==> src/sv/ltsc_pkg.sv <==
// ----------------------------------------------------------------------------
// ltsc_pkg
// Types and constants shared by the texture slot cache: payload structs,
// status codes, the scan record passed along the cell chain and the slot
// write command.
// ----------------------------------------------------------------------------
package ltsc_pkg;

    localparam int NUM_SLOTS = 24;
    localparam int SLOT_W    = (NUM_SLOTS > 1) ? $clog2(NUM_SLOTS) : 1;
    localparam int KEY_W     = 16;
    localparam int STAMP_W   = 32;
    localparam int OUT_SLOT_W = 5;

    // result status codes
    typedef enum logic [1:0] {
        ST_NONE  = 2'd0,
        ST_HIT   = 2'd1,
        ST_FILL  = 2'd2,
        ST_EVICT = 2'd3
    } t_status;

    // input item
    typedef struct packed {
        logic             kind;
        logic [KEY_W-1:0] key;
        logic             source_valid;
    } t_in_item;

    // result item
    typedef struct packed {
        t_status               status;
        logic [OUT_SLOT_W-1:0] slot;
    } t_out_item;

    // search record handed from cell to cell
    typedef struct packed {
        logic               vld;
        logic               hit;
        logic [SLOT_W-1:0]  hit_idx;
        logic               free;
        logic [SLOT_W-1:0]  free_idx;
        logic [STAMP_W-1:0] min_stamp;
        logic [SLOT_W-1:0]  victim_idx;
    } t_scan;

    // broadcast slot update
    typedef struct packed {
        logic               clear;
        logic               en;
        logic [SLOT_W-1:0]  idx;
        logic [KEY_W-1:0]   key;
        logic [STAMP_W-1:0] stamp;
    } t_wr_cmd;

endpackage

==> src/sv/ltsc_cell.sv <==
// ----------------------------------------------------------------------------
// ltsc_cell
// One cache slot: holds key, valid mark and stamp, folds its slot into the
// search record passing by and registers the record for the next cell.
// ----------------------------------------------------------------------------
module ltsc_cell (
    input  logic                    i_clk,
    input  logic                    i_rst_n,
    input  logic [ltsc_pkg::SLOT_W-1:0] i_idx,
    input  logic [ltsc_pkg::KEY_W-1:0]  i_key,
    input  ltsc_pkg::t_wr_cmd       i_wr,
    input  ltsc_pkg::t_scan         i_scan,
    output ltsc_pkg::t_scan         o_scan
);
    import ltsc_pkg::*;

    logic               r_valid;
    logic [KEY_W-1:0]   r_key;
    logic [STAMP_W-1:0] r_stamp;
    t_scan              r_scan;
    t_scan              n_scan;
    logic               match;
    logic               older;

    // fold this slot into the passing record
    always_comb begin
        match  = r_valid && (r_key == i_key);
        older  = r_stamp < i_scan.min_stamp;
        n_scan = i_scan;
        if (!i_scan.hit && match) begin
            n_scan.hit     = 1'b1;
            n_scan.hit_idx = i_idx;
        end
        if (!i_scan.free && !r_valid) begin
            n_scan.free     = 1'b1;
            n_scan.free_idx = i_idx;
        end
        if (older) begin
            n_scan.min_stamp  = r_stamp;
            n_scan.victim_idx = i_idx;
        end
    end

    // record stage toward the neighbor
    always_ff @(posedge i_clk) begin
        if (!i_rst_n) begin
            r_scan.vld <= 1'b0;
        end else begin
            r_scan.vld <= i_scan.vld;
        end
        r_scan.hit        <= n_scan.hit;
        r_scan.hit_idx    <= n_scan.hit_idx;
        r_scan.free       <= n_scan.free;
        r_scan.free_idx   <= n_scan.free_idx;
        r_scan.min_stamp  <= n_scan.min_stamp;
        r_scan.victim_idx <= n_scan.victim_idx;
    end

    // slot contents
    always_ff @(posedge i_clk) begin
        if (!i_rst_n || i_wr.clear) begin
            r_valid <= 1'b0;
            r_key   <= '0;
            r_stamp <= '0;
        end else if (i_wr.en && (i_wr.idx == i_idx)) begin
            r_valid <= 1'b1;
            r_key   <= i_wr.key;
            r_stamp <= i_wr.stamp;
        end
    end

    assign o_scan = r_scan;

endmodule

==> src/sv/ltsc_ctrl.sv <==
// ----------------------------------------------------------------------------
// ltsc_ctrl
// Sequencer of the slot cache: takes an item, launches a search down the
// cell chain, picks hit, free slot or victim, updates the use clock and
// holds the result in an output register; a flush clears every slot instead.
// ----------------------------------------------------------------------------
module ltsc_ctrl (
    input  logic                 i_clk,
    input  logic                 i_rst_n,
    input  logic                 i_in_valid,
    output logic                 o_in_ready,
    input  ltsc_pkg::t_in_item   i_in_data,
    output logic                 o_out_valid,
    input  logic                 i_out_ready,
    output ltsc_pkg::t_out_item  o_out_data,
    output logic [ltsc_pkg::KEY_W-1:0] o_key,
    output ltsc_pkg::t_scan      o_scan,
    input  ltsc_pkg::t_scan      i_scan,
    output ltsc_pkg::t_wr_cmd    o_wr
);
    import ltsc_pkg::*;

    typedef enum logic [3:0] {
        S_IDLE  = 4'b0001,
        S_START = 4'b0010,
        S_SCAN  = 4'b0100,
        S_DONE  = 4'b1000
    } t_state;

    t_state             r_state, n_state;
    t_in_item           r_item;
    logic [STAMP_W-1:0] r_clock, n_clock;
    t_status            r_status, n_status;
    logic [SLOT_W-1:0]  r_pick, n_pick;
    logic               r_out_valid;
    t_out_item          r_out;
    logic               lookup_ok;
    logic [STAMP_W-1:0] tick_val;
    logic [SLOT_W+OUT_SLOT_W-1:0] pick_ext;

    assign lookup_ok = !r_item.kind && (r_item.key != '0) && r_item.source_valid;
    assign tick_val  = (r_clock == '1) ? r_clock : r_clock + STAMP_W'(1);
    assign pick_ext  = {{OUT_SLOT_W{1'b0}}, r_pick};

    // sequencing, decision and slot update
    always_comb begin
        n_state  = r_state;
        n_clock  = r_clock;
        n_status = r_status;
        n_pick   = r_pick;
        o_scan            = '0;
        o_scan.min_stamp  = '1;
        o_wr     = '0;
        o_wr.key = r_item.key;
        case (r_state)
            S_IDLE: begin
                if (i_in_valid) n_state = S_START;
            end
            S_START: begin
                n_status = ST_NONE;
                n_pick   = '0;
                if (r_item.kind) begin
                    o_wr.clear = 1'b1;
                    n_clock    = '0;
                    n_state    = S_DONE;
                end else if (lookup_ok) begin
                    o_scan.vld = 1'b1;
                    n_state    = S_SCAN;
                end else begin
                    n_state = S_DONE;
                end
            end
            S_SCAN: begin
                if (i_scan.vld) begin
                    if (i_scan.hit) begin
                        n_status = ST_HIT;
                        n_pick   = i_scan.hit_idx;
                    end else if (i_scan.free) begin
                        n_status = ST_FILL;
                        n_pick   = i_scan.free_idx;
                    end else begin
                        n_status = ST_EVICT;
                        n_pick   = i_scan.victim_idx;
                    end
                    o_wr.en    = 1'b1;
                    o_wr.idx   = n_pick;
                    o_wr.stamp = tick_val;
                    n_clock    = tick_val;
                    n_state    = S_DONE;
                end
            end
            S_DONE: begin
                if (!r_out_valid || i_out_ready) n_state = S_IDLE;
            end
            default: begin
                n_state = S_IDLE;
            end
        endcase
    end

    // control and held item
    always_ff @(posedge i_clk) begin
        if (!i_rst_n) begin
            r_state <= S_IDLE;
            r_clock <= '0;
        end else begin
            r_state <= n_state;
            r_clock <= n_clock;
        end
        if (r_state == S_IDLE && i_in_valid) r_item <= i_in_data;
        r_status <= n_status;
        r_pick   <= n_pick;
    end

    // output register
    always_ff @(posedge i_clk) begin
        if (!i_rst_n) begin
            r_out_valid <= 1'b0;
        end else if (r_state == S_DONE && (!r_out_valid || i_out_ready)) begin
            r_out_valid <= 1'b1;
        end else if (i_out_ready) begin
            r_out_valid <= 1'b0;
        end
        if (r_state == S_DONE && (!r_out_valid || i_out_ready)) begin
            r_out.status <= r_status;
            r_out.slot   <= (r_status == ST_NONE) ? '0 : pick_ext[OUT_SLOT_W-1:0];
        end
    end

    assign o_in_ready  = (r_state == S_IDLE);
    assign o_out_valid = r_out_valid;
    assign o_out_data  = r_out;
    assign o_key       = r_item.key;

endmodule

==> src/sv/lru_texture_slot_cache.sv <==
// ----------------------------------------------------------------------------
// lru_texture_slot_cache
// Fully associative texture handle cache with timestamp based LRU
// replacement, built as a row of slot cells that a search record walks.
// ----------------------------------------------------------------------------
// an input transaction is taken in the idle state; the start state launches the
// search record, each slot cell registers it on its way along the chain, the scan
// state picks the slot and the done state loads the output register; a new input is
// taken only after that, and a flush or ignored lookup skips the search
// reset: synchronous active low, clears every slot, stamp and the use clock
module lru_texture_slot_cache (
    input  logic                i_clk,
    input  logic                i_rst_n,
    input  logic                i_in_valid,
    output logic                o_in_ready,
    input  ltsc_pkg::t_in_item  i_in_data,
    output logic                o_out_valid,
    input  logic                i_out_ready,
    output ltsc_pkg::t_out_item o_out_data
);
    import ltsc_pkg::*;

    t_scan            scan [NUM_SLOTS+1];
    t_wr_cmd          wr;
    logic [KEY_W-1:0] key;

    // sequencer
    ltsc_ctrl u_ctrl (
        .i_clk       (i_clk),
        .i_rst_n     (i_rst_n),
        .i_in_valid  (i_in_valid),
        .o_in_ready  (o_in_ready),
        .i_in_data   (i_in_data),
        .o_out_valid (o_out_valid),
        .i_out_ready (i_out_ready),
        .o_out_data  (o_out_data),
        .o_key       (key),
        .o_scan      (scan[0]),
        .i_scan      (scan[NUM_SLOTS]),
        .o_wr        (wr)
    );

    // chain of slot cells
    for (genvar g = 0; g < NUM_SLOTS; g++) begin : g_cell
        ltsc_cell u_cell (
            .i_clk   (i_clk),
            .i_rst_n (i_rst_n),
            .i_idx   (SLOT_W'(g)),
            .i_key   (key),
            .i_wr    (wr),
            .i_scan  (scan[g]),
            .o_scan  (scan[g+1])
        );
    end

endmodule

==> config.mk <==
export PLATFORM = sky130hd
export DESIGN_NAME = lru_texture_slot_cache
export DESIGN_NICKNAME = d
export VERILOG_FILES = /design/src/sv/ltsc_pkg.sv /design/src/sv/ltsc_cell.sv /design/src/sv/ltsc_ctrl.sv /design/src/sv/lru_texture_slot_cache.sv
export SDC_FILE = /design/constraint.sdc
export NUM_CORES = 2
export LEC_CHECK = 0
export BUFFER_PORTS_ARGS = -buffer_cell sky130_fd_sc_hd__buf_2
export CAP_MARGIN = 20
export CORE_ASPECT_RATIO = 1.4
export CORE_MARGIN = 4
export CORE_UTILIZATION = 63
export CTS_CLUSTER_DIAMETER = 120
export DETAILED_ROUTE_END_ITERATION = 6
export PLACE_DENSITY = 0.79
export SLEW_MARGIN = 10
export SYNTH_ARGS = -nofsm -noshare
export SYNTH_HDL_FRONTEND = slang
export SYNTH_SLANG_ARGS = --single-unit
==> constraint.sdc <==
create_clock -name i_clk -period 4 [get_ports i_clk]
set_clock_uncertainty 0.1 [all_clocks]
set_input_delay 0.8 -clock i_clk [delete_from_list [all_inputs] [get_ports i_clk]]
set_output_delay 0.8 -clock i_clk [all_outputs]
set_load 0.005 [all_outputs]
==> impl_metrics.py <==
metrics = {
    "run_status": {
        "outcome": "finished with violations",
        "violations": "setup timing",
    },
    "setup_path": {
        "path_max_fanout": 19,
        "start_kind": "register",
        "rr_startpoint": "g_cell[11].u_cell.o_scan[6]",
        "worst_path_most_repeated_cell": "a2111oi_0",
        "r2r_slack_ns": -0.06,
        "crit_chain": "inv_1 -> ha_1 -> a2111oi_0 -> nor4_1 -> a2111oi_0 -> nor4b_1 -> a211oi_4 -> buf_4 -> mux2_2",
        "crit_slowest_cell": "a211oi_4",
        "worst-path-buf-inv": 2,
        "cp.required_ns": 4.64,
        "rr_endpoint": "g_cell[12].u_cell.o_scan[13]",
        "arrival_ns": 4.70,
        "end_kind": "register",
        "crit_path_max_incr_delay_ns": 0.86,
        "reg2regPathDepth": 9,
        "critPathTopFamily": "compound AO/OA/AOI/OAI gates",
        "path_class": "reg -> reg",
    },
    "layout": {
        "layout.nets": 10796,
        "drive_gt1_frac": 0.1508,
        "area_growth_pct": 11.12,
        "nFillCells": 10771,
        "finalNonFillerCells": 12203,
    },
    "flow_run": {
        "drv_cap": 0,
    },
    "yosys": {
        "syn_area_sq_um": 96530,
        "synth_top_area_cell": "dfxtp_1",
        "synth_async_sr_flop_share": 0,
        "seq_area_frac_synth": 0.4845,
        "ys_seq_elements": 2320,
        "synth_top_cell_area_share": 0.4745,
        "synth_most_common_cell": "dfxtp_1",
        "synth_ff_type": "dfxtp_1",
        "synth_edf_count": 32,
        "yosys_warnings": 0,
        "avgSynthCellArea_sq_um": 9.484,
        "synth.top_cells.by_count": "dfxtp_1, a21oi_1, nand2_1, o21ai_0, inv_1",
        "synth.area.top_cells": "dfxtp_1, ha_1, mux2_2",
        "ys_types": 68,
        "synthesis.nets": 10914,
        "syn_inst": 10178,
    },
    "detailed_routing": {
        "via_per_inst": 5.953,
        "antenna_left": 0,
        "wirelength_mm": 257.6,
        "routedWlPerCell_um": 21.11,
        "drcViolationCount": 0,
        "dr.pass1.iters": 6,
        "drtIter0Drc": 5585,
        "dr_total_vias": 72647,
    },
    "floorplan": {
        "die_x_um": 338.8,
        "fp.coreArea_sq_um": 151800,
        "die_area_sq_um": 159600,
        "row_count": 169,
        "start_util": 0.6358,
        "ioPinCount": 31,
        "die_y_um": 471.1,
    },
    "global_routing": {
        "grt_overflow": 0,
        "grt_use_total": 0.3152,
        "grt_max_degree": 136,
        "grt_pass1_wl_mm": 401.6,
        "first_global_vias": 73958,
        "antenna_found_initial": 6,
    },
    "min_path": {
        "whs_endpoint": "g_cell[0].u_cell.o_scan[14]",
        "hold_path_class": "reg -> reg",
        "hp-start": "g_cell[0].u_cell.r_stamp[9]",
        "holdPathStages": 0,
    },
    "cts": {
        "cts_sinks": 2320,
        "clk_path_buf_depth": 3,
        "postCtsSetupBuffers": 0,
        "cts_buffers": 204,
        "clock_latency_ns": 0.86,
        "ctsHtreeMaxLevel": 4,
        "path_clk_slew_ns": 0.07,
        "cts.repair.resized": 0,
        "cts-root-buf": "clkbuf_16",
        "cts_tree": "yes",
    },
    "pwr": {
        "p_leak_nw": 43.15,
        "ir_drop_v": 0.0004935,
        "powerDensity_nw_per_um2": 422.1,
    },
    "timing": {
        "finalHoldViolCount": 0,
        "rsz0062_at_grt": "false",
        "relSlewSlack": 0.2030,
        "worst_pin_slew_ns": 1.196,
        "period_share": 1.014,
        "layout_setup_ws_ns": -0.05590,
        "fmax_ghz": 0.2466,
        "drv_slew": 0,
        "setup_viol": 15,
        "min_period_ns": 4.056,
        "tns_ns": -0.6091,
    },
    "place": {
        "dp_hpwl_mm": 175.3,
        "dp_cells": 11801,
        "numPortBuffers": 30,
        "gp_congestion": 0.9248,
    },
}
-- layout by cell type (no fill, tap or decap), drive strengths merged, types with 9 or more instances in the layout --
cell type | Yosys | routed
a21o | 61 | 61
bufinv | 0 | 26
mux2 | 706 | 706
dfxtp | 2288 | 2288
xor2 | 276 | 276
nor2 | 337 | 337
a221o | 15 | 15
a211oi | 130 | 130
a2111oi | 27 | 27
and4 | 27 | 27
xnor2 | 132 | 132
a21oi | 1100 | 1100
clkinvlp | 0 | 12
a221oi | 31 | 31
clkbuf | 483 | 286
nor4b | 28 | 28
nand3 | 254 | 254
nor2b | 86 | 86
clkinv | 0 | 48
mux2i | 20 | 20
ha | 714 | 714
and3 | 25 | 25
nor4 | 86 | 86
nand2 | 1092 | 1092
edfxtp | 32 | 32
a31oi | 15 | 15
and2 | 86 | 86
o21ai | 748 | 748
inv | 723 | 731
or3 | 9 | 9
or2 | 103 | 103
nor3 | 58 | 58
nand2b | 122 | 122
dlygate4sd3 | 0 | 18
buf | 140 | 281
o21a | 9 | 9
nand4 | 145 | 145
a211o | 12 | 12
-- worst max path at each step --
stage,slack (ns),endpoint,cells past startpoint,start
final,-0.06,g_cell[12].u_cell.o_scan[13],9,g_cell[11].u_cell.o_scan[6]
after global placement,0.22,g_cell[11].u_cell.o_scan[14],10,g_cell[10].u_cell.o_scan[14]
after global routing,0.01,g_cell[11].u_cell.o_scan[18],10,g_cell[10].u_cell.o_scan[14]
after detailed placement,0.08,g_cell[11].u_cell.o_scan[18],10,g_cell[10].u_cell.o_scan[14]
after floorplan,1.00,g_cell[15].u_cell.o_scan[30],11,g_cell[14].u_cell.o_scan[32]
after CTS,0.1,g_cell[11].u_cell.o_scan[18],10,g_cell[10].u_cell.o_scan[14]
-- metrics by stage --
step,area [sq um],power (W),setup slack (ns),util,hold WS [ns]
3_3_place_gp,99720,0.02456,0.2168,0.6568,0.2312
2_1_floorplan,96530,0.02425,1.004,-,0.2754
5_1_grt,107300,0.04645,0.01209,0.7065,0.2492
6_report,107300,0.04527,-0.05590,0.7065,0.2404
4_1_cts,107200,0.04541,0.09668,0.7064,0.2297
3_5_place_dp,99730,0.02458,0.08274,0.6569,0.2304
-- sequential cells by signal (all words and copies together) (netlist names) --
signal / count
g_cell.u_cell.o_scan: 1075
g_cell.u_cell.r_stamp: 768
u_ctrl.r_clock: 32
u_ctrl.r_status: 2
g_cell.u_cell.r_key: 384
g_cell.u_cell.r_valid: 24
u_ctrl.o_out_valid: 1
u_ctrl.r_item: 2
u_ctrl.r_pick: 5
u_ctrl.o_out_data: 7
u_ctrl.r_state: 4
u_ctrl.o_key: 16
-- worst register-to-register path, stage by stage, from the launching register on --
cell       delay, ns
dfxtp_1         0.34
inv_1           0.05
ha_1            0.29
a2111oi_0       0.58
nor4_1          0.15
a2111oi_0       0.58
nor4b_1         0.21
a211oi_4        0.86
buf_4           0.41
mux2_2          0.39
-- repair_timing --
| action | CTS | global route |
|---|---|---|
| endpoints found under the hold margin | 18 | 0 |
| hold buffers | 18 | 0 |
| endpoints found under the setup margin | 20 | 0 |
-- logic make-up (layout without fill, tap and decap cells) --
group / count (synthesis) / after routing / synth area share
buf+inv: 1346 / 1402 / 0.05373
fa+ha+maj: 714 / 714 / 0.09255
flops: 2320 / 2320 / 0.4845
compound gates: 2198 / 2198 / 0.1262
simple gates: 2466 / 2466 / 0.1211
other cells: 0 / 3 / 0
mux: 726 / 726 / 0.08447
xor+xnor: 408 / 408 / 0.03741
-- power by group --
group / internal, W / switching, W / total, W / leakage, nW
registers: 0.0232 / 0.0000437 / 0.0232 / 18.7
logic: 0.000269 / 0.000617 / 0.000887 / 20.9
clock network: 0.0122 / 0.00902 / 0.0212 / 3.59
-- final cells by class --
cell class / count / area (sq um) / area share
multi-input combinational: 6512 / 45160 / 0.4211
clock inverter: 94 / 1374 / 0.01281
sequential: 2320 / 46760 / 0.4360
tap: 1966 / 2460 / 0.02293
timing repair buffer: 299 / 2823 / 0.02632
clock buffer: 286 / 5957 / 0.05554
inverter: 723 / 2714 / 0.02530
antenna: 3 / 7.507 / 0.00006999
-- per-layer routing --
metal,track usage,part of all wire,vias up
met4,0.2158,0.077,0
met3,0.05590,0.063,938
met2,0.5558,0.49,2379
met5,0,0,-
met1,0.3454,0.37,34897
li1,-,-,34433
Note: power is estimated with default switching activity, not from simulation.
